### config.mk
export PLATFORM = sky130hd
export DESIGN_NAME = round_robin_task_scheduler
export DESIGN_NICKNAME = d
export VERILOG_FILES = /design/src/hdl/rrts_pkg.sv /design/src/hdl/round_robin_task_scheduler.sv /design/src/hdl/rrts_datapath.sv /design/src/hdl/rrts_controller.sv
export SDC_FILE = /design/constraint.sdc
export NUM_CORES = 1
export LEC_CHECK = 0
export ABC_AREA = 0
export BUFFER_PORTS_ARGS = -buffer_cell sky130_fd_sc_hd__buf_2
export CAP_MARGIN = 20
export CORE_MARGIN = 2
export CORE_UTILIZATION = 40
export CTS_BUF_LIST = sky130_fd_sc_hd__clkbuf_4 sky130_fd_sc_hd__clkbuf_8 sky130_fd_sc_hd__clkbuf_16
export DETAILED_ROUTE_END_ITERATION = 8
export PLACE_DENSITY = 0.55
export SETUP_SLACK_MARGIN = 0.2
export SLEW_MARGIN = 20
export SYNTH_ARGS = -nofsm -noshare
export SYNTH_HDL_FRONTEND = slang
export SYNTH_HIERARCHICAL = 1
export SYNTH_SLANG_ARGS = --single-unit
### constraint.sdc
create_clock -name clk -period 4.27 [get_ports clk]
set_input_delay 0.6405 -clock clk [delete_from_list [all_inputs] [get_ports clk]]
set_output_delay 0.6405 -clock clk [all_outputs]
set_load 0.02 [all_outputs]
### src/hdl/rrts_pkg.sv
// Shared types, constants and codes for the round-robin task scheduler.
package rrts_pkg;

  localparam int MAX_TASKS        = 8;
  localparam int TICKS_PER_SWITCH = 10;

  localparam int ID_W      = $clog2(MAX_TASKS);
  localparam int COUNT_W   = $clog2(MAX_TASKS + 1);
  localparam int SLICE_W   = (TICKS_PER_SWITCH > 1) ? $clog2(TICKS_PER_SWITCH) : 1;
  localparam int FIELD_ID_W = 3;
  localparam int STATUS_W  = 3;
  localparam int OP_W      = 2;
  localparam int ADDR_W    = 32;
  localparam int BYTES_W   = 16;
  localparam int TICK_W    = 32;

  localparam logic [BYTES_W-1:0] MIN_STACK_RESET = 16'd64;

  typedef enum logic [OP_W-1:0] {
    OP_TICK  = 2'd0,
    OP_ADD   = 2'd1,
    OP_END   = 2'd2,
    OP_START = 2'd3
  } op_t;

  typedef enum logic [STATUS_W-1:0] {
    STATUS_OK           = 3'd0,
    STATUS_NOT_RUNNING  = 3'd1,
    STATUS_BAD_STACK    = 3'd2,
    STATUS_TABLE_FULL   = 3'd3,
    STATUS_CANNOT_START = 3'd4,
    STATUS_NO_READY     = 3'd5
  } status_t;

  typedef enum logic [1:0] {
    TASK_UNINIT  = 2'd0,
    TASK_READY   = 2'd1,
    TASK_RUNNING = 2'd2,
    TASK_DONE    = 2'd3
  } task_state_t;

  typedef enum logic [1:0] {
    CTL_IDLE   = 2'd0,
    CTL_EXEC   = 2'd1,
    CTL_SEARCH = 2'd2,
    CTL_EMIT   = 2'd3
  } ctl_state_t;

  // Controller to datapath
  typedef struct packed {
    logic capture;
    logic execute;
    logic search;
    logic load_out;
  } dp_cmd_t;

  // Datapath to controller
  typedef struct packed {
    logic need_search;
    logic search_done;
  } dp_status_t;

endpackage

### src/hdl/round_robin_task_scheduler.sv
// Top level of the round-robin task scheduler: controller plus datapath.
//
// Usage: one request on the input channel (op, stack_address, stack_bytes)
// gives exactly one result on the output channel (status, assigned_id,
// current_task, tick_total, switched). Both channels use valid/ready.
// The user must write min_stack_size via cfg_we/cfg_wdata only while the block
// is idle (not enforced by the block); it takes effect on the next request.
//
// Sequencing: a request is taken in the idle state and executed in the next
// cycle, and its result is then loaded into the output register in the emit
// state; a new request is taken only after that load. A tick that lands on a
// time-slice boundary also passes through the search state, which walks the
// task table one entry per cycle in round-robin order, at most MAX_TASKS
// entries (8 at the default size), before the emit state.
//
// Reset (rst, synchronous): all tasks uninitialized, no tasks added, kernel
// stopped, counters zero, min_stack_size back to 64, no result pending.
// Stall: a finished result holds in the output register while out_ready is
// low; the next request is still accepted and worked, and waits only at the
// final load step until the output register frees up.
module round_robin_task_scheduler (
  input  logic                            clk,
  input  logic                            rst,
  input  logic                            cfg_we,
  input  logic [rrts_pkg::BYTES_W-1:0]    cfg_wdata,
  input  logic                            in_valid,
  output logic                            in_ready,
  input  logic [rrts_pkg::OP_W-1:0]       op,
  input  logic [rrts_pkg::ADDR_W-1:0]     stack_address,
  input  logic [rrts_pkg::BYTES_W-1:0]    stack_bytes,
  output logic                            out_valid,
  input  logic                            out_ready,
  output logic [rrts_pkg::STATUS_W-1:0]   status,
  output logic [rrts_pkg::FIELD_ID_W-1:0] assigned_id,
  output logic [rrts_pkg::FIELD_ID_W-1:0] current_task,
  output logic [rrts_pkg::TICK_W-1:0]     tick_total,
  output logic                            switched
);
  import rrts_pkg::*;

  // Commands down, status up: the only link between control and data
  dp_cmd_t    cmd;
  dp_status_t stat;

  rrts_controller u_ctl (
    .clk       (clk),
    .rst       (rst),
    .in_valid  (in_valid),
    .in_ready  (in_ready),
    .out_valid (out_valid),
    .out_ready (out_ready),
    .stat      (stat),
    .cmd       (cmd)
  );

  rrts_datapath u_dp (
    .clk           (clk),
    .rst           (rst),
    .cfg_we        (cfg_we),
    .cfg_wdata     (cfg_wdata),
    .op            (op),
    .stack_address (stack_address),
    .stack_bytes   (stack_bytes),
    .cmd           (cmd),
    .stat          (stat),
    .status        (status),
    .assigned_id   (assigned_id),
    .current_task  (current_task),
    .tick_total    (tick_total),
    .switched      (switched)
  );

endmodule

### src/hdl/rrts_datapath.sv
// Task table, counters, round-robin search step and result registers.
module rrts_datapath (
  input  logic                                clk,
  input  logic                                rst,
  input  logic                                cfg_we,
  input  logic [rrts_pkg::BYTES_W-1:0]        cfg_wdata,
  input  logic [rrts_pkg::OP_W-1:0]           op,
  input  logic [rrts_pkg::ADDR_W-1:0]         stack_address,
  input  logic [rrts_pkg::BYTES_W-1:0]        stack_bytes,
  input  rrts_pkg::dp_cmd_t                   cmd,
  output rrts_pkg::dp_status_t                stat,
  output logic [rrts_pkg::STATUS_W-1:0]       status,
  output logic [rrts_pkg::FIELD_ID_W-1:0]     assigned_id,
  output logic [rrts_pkg::FIELD_ID_W-1:0]     current_task,
  output logic [rrts_pkg::TICK_W-1:0]         tick_total,
  output logic                                switched
);
  import rrts_pkg::*;

  task_state_t          task_state [MAX_TASKS];
  logic [COUNT_W-1:0]   task_count;
  logic [ID_W-1:0]      running_task;
  logic [TICK_W-1:0]    tick_count;
  logic [SLICE_W-1:0]   slice_count;
  logic                 kernel_running;
  logic [BYTES_W-1:0]   min_stack_size;

  op_t                  cur_op;
  logic [ADDR_W-1:0]    cur_addr;
  logic [BYTES_W-1:0]   cur_bytes;
  logic [ID_W-1:0]      search_id;
  logic [ID_W-1:0]      search_steps;
  status_t              res_status;
  logic [ID_W-1:0]      res_assigned;
  logic                 res_switched;

  logic [TICK_W-1:0]    tick_next;
  logic [SLICE_W-1:0]   slice_next;
  logic                 slice_wrap;
  logic                 switch_due;
  logic [ID_W-1:0]      probe_id;
  logic                 probe_ready;
  logic                 search_last;
  logic                 stack_bad;
  logic                 table_full;

  // The slice counter tracks tick_count modulo TICKS_PER_SWITCH; a 32-bit wrap
  // of the tick count lands on zero, so restart the slice there too.
  assign tick_next  = tick_count + TICK_W'(1);
  assign slice_wrap = (slice_count == SLICE_W'(TICKS_PER_SWITCH - 1));
  assign switch_due = (tick_next == '0) || slice_wrap;
  assign slice_next = switch_due ? '0 : slice_count + SLICE_W'(1);

  assign probe_id    = (search_id == ID_W'(MAX_TASKS - 1)) ? '0 : search_id + ID_W'(1);
  assign probe_ready = (task_state[probe_id] == TASK_READY);
  assign search_last = (search_steps == ID_W'(MAX_TASKS - 1));

  assign stack_bad  = (cur_addr == '0) || (cur_bytes <= min_stack_size);
  assign table_full = (task_count >= COUNT_W'(MAX_TASKS));

  assign stat.need_search = (cur_op == OP_TICK) && kernel_running && switch_due;
  assign stat.search_done = probe_ready || search_last;

  // Scheduler state
  always_ff @(posedge clk) begin
    if (rst) begin
      for (int i = 0; i < MAX_TASKS; i++) begin
        task_state[i] <= TASK_UNINIT;
      end
      task_count     <= '0;
      running_task   <= '0;
      tick_count     <= '0;
      slice_count    <= '0;
      kernel_running <= 1'b0;
      min_stack_size <= MIN_STACK_RESET;
    end else begin
      if (cfg_we) begin
        min_stack_size <= cfg_wdata;
      end
      if (cmd.execute) begin
        unique case (cur_op)
          OP_TICK: begin
            if (kernel_running) begin
              tick_count  <= tick_next;
              slice_count <= slice_next;
              if (switch_due && task_state[running_task] == TASK_RUNNING) begin
                task_state[running_task] <= TASK_READY;
              end
            end
          end
          OP_ADD: begin
            if (!stack_bad && !table_full) begin
              task_state[task_count[ID_W-1:0]] <= TASK_READY;
              task_count <= task_count + COUNT_W'(1);
            end
          end
          OP_END: begin
            if (kernel_running) begin
              task_state[running_task] <= TASK_DONE;
            end
          end
          OP_START: begin
            if (!kernel_running && task_count != '0) begin
              running_task   <= '0;
              task_state[0]  <= TASK_RUNNING;
              kernel_running <= 1'b1;
            end
          end
          default: ;
        endcase
      end
      if (cmd.search && probe_ready) begin
        task_state[probe_id] <= TASK_RUNNING;
        running_task         <= probe_id;
      end
    end
  end

  // Request capture, search pointer and result registers
  always_ff @(posedge clk) begin
    if (cmd.capture) begin
      cur_op    <= op_t'(op);
      cur_addr  <= stack_address;
      cur_bytes <= stack_bytes;
    end
    if (cmd.execute) begin
      res_status   <= STATUS_OK;
      res_assigned <= '0;
      res_switched <= 1'b0;
      search_id    <= running_task;
      search_steps <= '0;
      unique case (cur_op)
        OP_TICK: begin
          if (!kernel_running) begin
            res_status <= STATUS_NOT_RUNNING;
          end
        end
        OP_ADD: begin
          priority if (stack_bad) begin
            res_status <= STATUS_BAD_STACK;
          end else if (table_full) begin
            res_status <= STATUS_TABLE_FULL;
          end else begin
            res_assigned <= task_count[ID_W-1:0];
          end
        end
        OP_END: begin
          if (!kernel_running) begin
            res_status <= STATUS_NOT_RUNNING;
          end
        end
        OP_START: begin
          if (kernel_running || task_count == '0) begin
            res_status <= STATUS_CANNOT_START;
          end
        end
        default: ;
      endcase
    end
    if (cmd.search) begin
      priority if (probe_ready) begin
        res_switched <= 1'b1;
      end else if (search_last) begin
        res_status <= STATUS_NO_READY;
      end else begin
        search_id    <= probe_id;
        search_steps <= search_steps + ID_W'(1);
      end
    end
    if (cmd.load_out) begin
      status       <= res_status;
      assigned_id  <= FIELD_ID_W'(res_assigned);
      current_task <= FIELD_ID_W'(running_task);
      tick_total   <= tick_count;
      switched     <= res_switched;
    end
  end

endmodule

### src/hdl/rrts_controller.sv
// Sequencing state machine and output valid flag for the task scheduler.
module rrts_controller (
  input  logic                 clk,
  input  logic                 rst,
  input  logic                 in_valid,
  output logic                 in_ready,
  output logic                 out_valid,
  input  logic                 out_ready,
  input  rrts_pkg::dp_status_t stat,
  output rrts_pkg::dp_cmd_t    cmd
);
  import rrts_pkg::*;

  ctl_state_t state;
  ctl_state_t state_next;
  logic       out_free;

  assign out_free = !out_valid || out_ready;

  always_ff @(posedge clk) begin
    if (rst) begin
      state     <= CTL_IDLE;
      out_valid <= 1'b0;
    end else begin
      state <= state_next;
      priority if (cmd.load_out) begin
        out_valid <= 1'b1;
      end else if (out_ready) begin
        out_valid <= 1'b0;
      end
    end
  end

  always_comb begin
    state_next = state;
    unique case (state)
      CTL_IDLE:   if (in_valid) state_next = CTL_EXEC;
      CTL_EXEC:   state_next = stat.need_search ? CTL_SEARCH : CTL_EMIT;
      CTL_SEARCH: if (stat.search_done) state_next = CTL_EMIT;
      CTL_EMIT:   if (out_free) state_next = CTL_IDLE;
      default:    state_next = CTL_IDLE;
    endcase
  end

  always_comb begin
    in_ready     = (state == CTL_IDLE);
    cmd.capture  = (state == CTL_IDLE) && in_valid;
    cmd.execute  = (state == CTL_EXEC);
    cmd.search   = (state == CTL_SEARCH);
    cmd.load_out = (state == CTL_EMIT) && out_free;
  end

endmodule

==> impl_metrics.json <==
{
  "post_drt_wl_per_cell_um": 15.5,
  "cp.required_ns": 4.58,
  "worst_pin_slew_ns": 0.868,
  "grt.overflow.total": 0,
  "syn_inst": 800,
  "p_per_area_nw_per_um2": 463,
  "grt_antenna_before_repair": 0,
  "grt_pass1_wl_um": 30400,
  "power.leakage_nw": 3.68,
  "dieArea_um2": 22800,
  "r2r-end": "u_dp/task_state[2][1]",
  "drv_slew": 0,
  "fmax_mhz": 302,
  "drtAntennaViolNets": 0,
  "die_h_um": 151,
  "io-pin-count": 115,
  "min_from": "stack_address[10]",
  "post_cts_buffers": 0,
  "synth.yosys.warnings": 6,
  "cp_top_family": "compound AO/OA/AOI/OAI gates",
  "setup_viol": 0,
  "htreeDepth": 4,
  "dr.pass1.iters": 5,
  "port_buffers": 114,
  "clk_pin_slew_ns": 0.07,
  "path_common_cell": "a31oi_4",
  "syn_nets": 901,
  "root_buffer": "clkbuf_16",
  "cp_max_fo": 12,
  "cts_buffer_depth": 2,
  "hpwl_um": 13100,
  "synthArstFlopShare": 0,
  "worstSetupPathType": "reg -> reg",
  "hold_viol": 0,
  "finalCriticalPeriod_ns": 3.31,
  "clkSinkCount": 187,
  "insertion_delay_ns": 0.42,
  "worstPathArrival_ns": 3.63,
  "synth_top_flop_cell": "edfxtp_1",
  "fp.dieW_um": 151,
  "critPathSlowestCell": "nor4_1",
  "r2r-start": "u_ctl/state[0]",
  "tns_ns": 0,
  "skew_ns": 0.00750,
  "num-fill-cells": 1953,
  "reg2reg_slack_ns": 0.96,
  "worstSetupEndpointType": "flip-flop",
  "diodes": 0,
  "coreArea_um2": 21200,
  "syn2layout_area_growth_pct": 16.1,
  "outcome": "complete, no violations",
  "final_design_area_no_fill_um2": 10000,
  "peakVddDrop_mv": 0.274,
  "vias": 6292,
  "min_to": "u_dp/cur_addr[10]",
  "grt_pass1_vias": 6058,
  "vias_per_cell": 5.31,
  "period_share": 0.775,
  "synth_area_um2": 8650,
  "crit_path_start_kind": "flip-flop",
  "drc": 0,
  "start_util": 0.409,
  "synth_seq_cells": 187,
  "cap_violations": 0,
  "cts_tree": "built",
  "numCtsBuffers": 17,
  "hold_class": "in -> reg",
  "multi_input_area_um2": 3620,
  "maxSlewHeadroom": 0.421,
  "crit_chain": "ha_1, inv_2, nor4_1, o221ai_2, a31oi_4, mux2_2, a31oi_4, o311ai_1, a311o_1",
  "wl_um": 18400,
  "synth_cell_types": 78,
  "gp_congestion": 0.896,
  "drive_above_1_share": 0.206,
  "postCtsHoldBufs": 0,
  "final_common_cell": "buf_2",
  "ys_seq_area_frac": 0.543,
  "final_cell_mix": "buf_2 (114), edfxtp_1 (95), dfxtp_1 (92)",
  "drt_iter0_drc": 376,
  "rsz0062_at_grt": "false",
  "grt_max_degree": 73,
  "placed_area_um2": 9450,
  "rows": 53,
  "synth-edff-count": 95,
  "final_nets": 999,
  "grt_usage": 0.170,
  "ff2ff_path_depth": 9,
  "cp_slowest_stage_delay_ns": 0.73,
  "whs_path_depth": 1,
  "cts_resized": 0,
  "seqCellArea_um2": 4690,
  "cp_num_buf_inv": 1,
  "avgSynthCellArea_um2": 10.8
}
## cells in the mapped netlist, types with 4 or more instances
cell / instances / area share
edfxtp_1: 95 / 0.33
dfxtp_1: 92 / 0.21
nor2_1: 72 / 0.031
nand2_1: 58 / 0.025
inv_1: 41 / 0.018
a21oi_1: 33 / 0.019
ha_1: 30 / 0.043
nand4_1: 28 / 0.020
o21ai_0: 27 / 0.016
mux2i_1: 26 / 0.030
nand3_1: 23 / 0.013
nor3_1: 23 / 0.013
clkbuf_1: 22 / 0.0095
nor4_1: 19 / 0.014
xnor2_1: 19 / 0.019
or3_1: 14 / 0.010
xor2_1: 14 / 0.014
buf_2: 12 / 0.0069
and2_1: 11 / 0.0080
a31oi_1: 9 / 0.0065
and4_1: 8 / 0.0081
nor2b_1: 7 / 0.0051
nand2b_1: 6 / 0.0043
a211o_1: 5 / 0.0051
a311o_1: 5 / 0.0058
and3_1: 5 / 0.0036
buf_4: 5 / 0.0043
o311ai_1: 5 / 0.0051
o32ai_1: 5 / 0.0051
nand3b_1: 4 / 0.0035
o211ai_1: 4 / 0.0035
## registers in the layout, summed over array words and instances, names as in the netlist, 2 cells and up, named ones only
name / cells
u_dp/cur_op: 2
u_dp/search_steps: 3
u_dp/res_status: 3
u_dp/search_id: 3
u_ctl/state: 2
u_dp/task_state: 16
u_dp/slice_count: 4
u_dp/assigned_id: 3
u_dp/task_count: 4
u_dp/tick_count: 32
u_dp/tick_total: 32
u_dp/res_assigned: 3
u_dp/cur_addr: 32
u_dp/running_task: 3
u_dp/cur_bytes: 16
u_dp/current_task: 3
u_dp/status: 3
u_dp/min_stack_size: 16
## logic make-up (layout without fill, tap and decap cells)
| family | after synthesis | after routing | share of synthesized area |
|---|---|---|---|
| buffers and inverters | 84 | 195 | 0.0404 |
| xor gates and xnor gates | 33 | 33 | 0.0334 |
| and+or+nand+nor | 303 | 303 | 0.193 |
| adders and majority gates | 30 | 30 | 0.0434 |
| DFF | 187 | 187 | 0.543 |
| muxes | 30 | 30 | 0.0366 |
| AOI/OAI and AO/OA | 133 | 133 | 0.111 |
## through the flow
stage | worst slack (ns) | util | hold WS (ns) | cells | total power, mW
after CTS | 0.933 | 0.475 | 0.369 | 1186 | 4.71
final | 0.960 | 0.475 | 0.383 | 1186 | 4.65
after global routing | 0.651 | 0.475 | 0.363 | 1186 | 4.90
after detailed placement | 0.947 | 0.447 | 0.405 | 1154 | 3.13
after floorplan | 1.25 | - | 0.400 | 800 | 2.87
after global placement | 1.01 | 0.446 | 0.408 | 1153 | 3.12
## metal layers
| layer | up-vias | global-route usage | wire length [um] |
|---|---|---|---|
| met1 | 2940 | 0.225 | 8660 |
| met5 | - | 0 | 0 |
| met3 | 17 | 0.0404 | 1080 |
| met4 | 0 | 0.0547 | 259 |
| li1 | 3150 | - | - |
| met2 | 185 | 0.275 | 8380 |
## worst max path at each step
stage                        from  cells past startpoint                    end  slack, ns
2_1_floorplan           out_ready                      2    u_dp/assigned_id[0]       1.25
3_3_place_gp                  rst                      8  u_dp/task_state[2][1]       1.01
3_5_place_dp                  rst                      8  u_dp/task_state[2][1]       0.95
4_1_cts            u_ctl/state[0]                      9  u_dp/task_state[2][1]       0.93
5_1_grt        u_dp/tick_count[0]                     11         u_ctl/state[0]       0.65
6_report           u_ctl/state[0]                      9  u_dp/task_state[2][1]       0.96
## area by class of cell
class,instances,area share
multi-input combinational,529,0.361
inverter,42,0.0157
clock buffer,19,0.0445
clock inverter,13,0.0140
timing repair buffer,121,0.0633
sequential,187,0.468
tap,275,0.0343
## worst reg2reg max path, stage by stage, from the launching register on
cell,delay [ns]
dfxtp_1,0.42
ha_1,0.21
inv_2,0.08
nor4_1,0.73
o221ai_2,0.26
a31oi_4,0.38
mux2_2,0.43
a31oi_4,0.20
o311ai_1,0.13
a311o_1,0.37
## report_power, final
part	total (mW)	leakage (nW)	switching [mW]	internal, mW
combinational	0.797	1.76	0.514	0.283
clock	1.57	0.282	0.682	0.889
sequential	2.28	1.64	0.103	2.18
total	4.65	3.68	1.30	3.35
(Power assumes the default switching activity.)
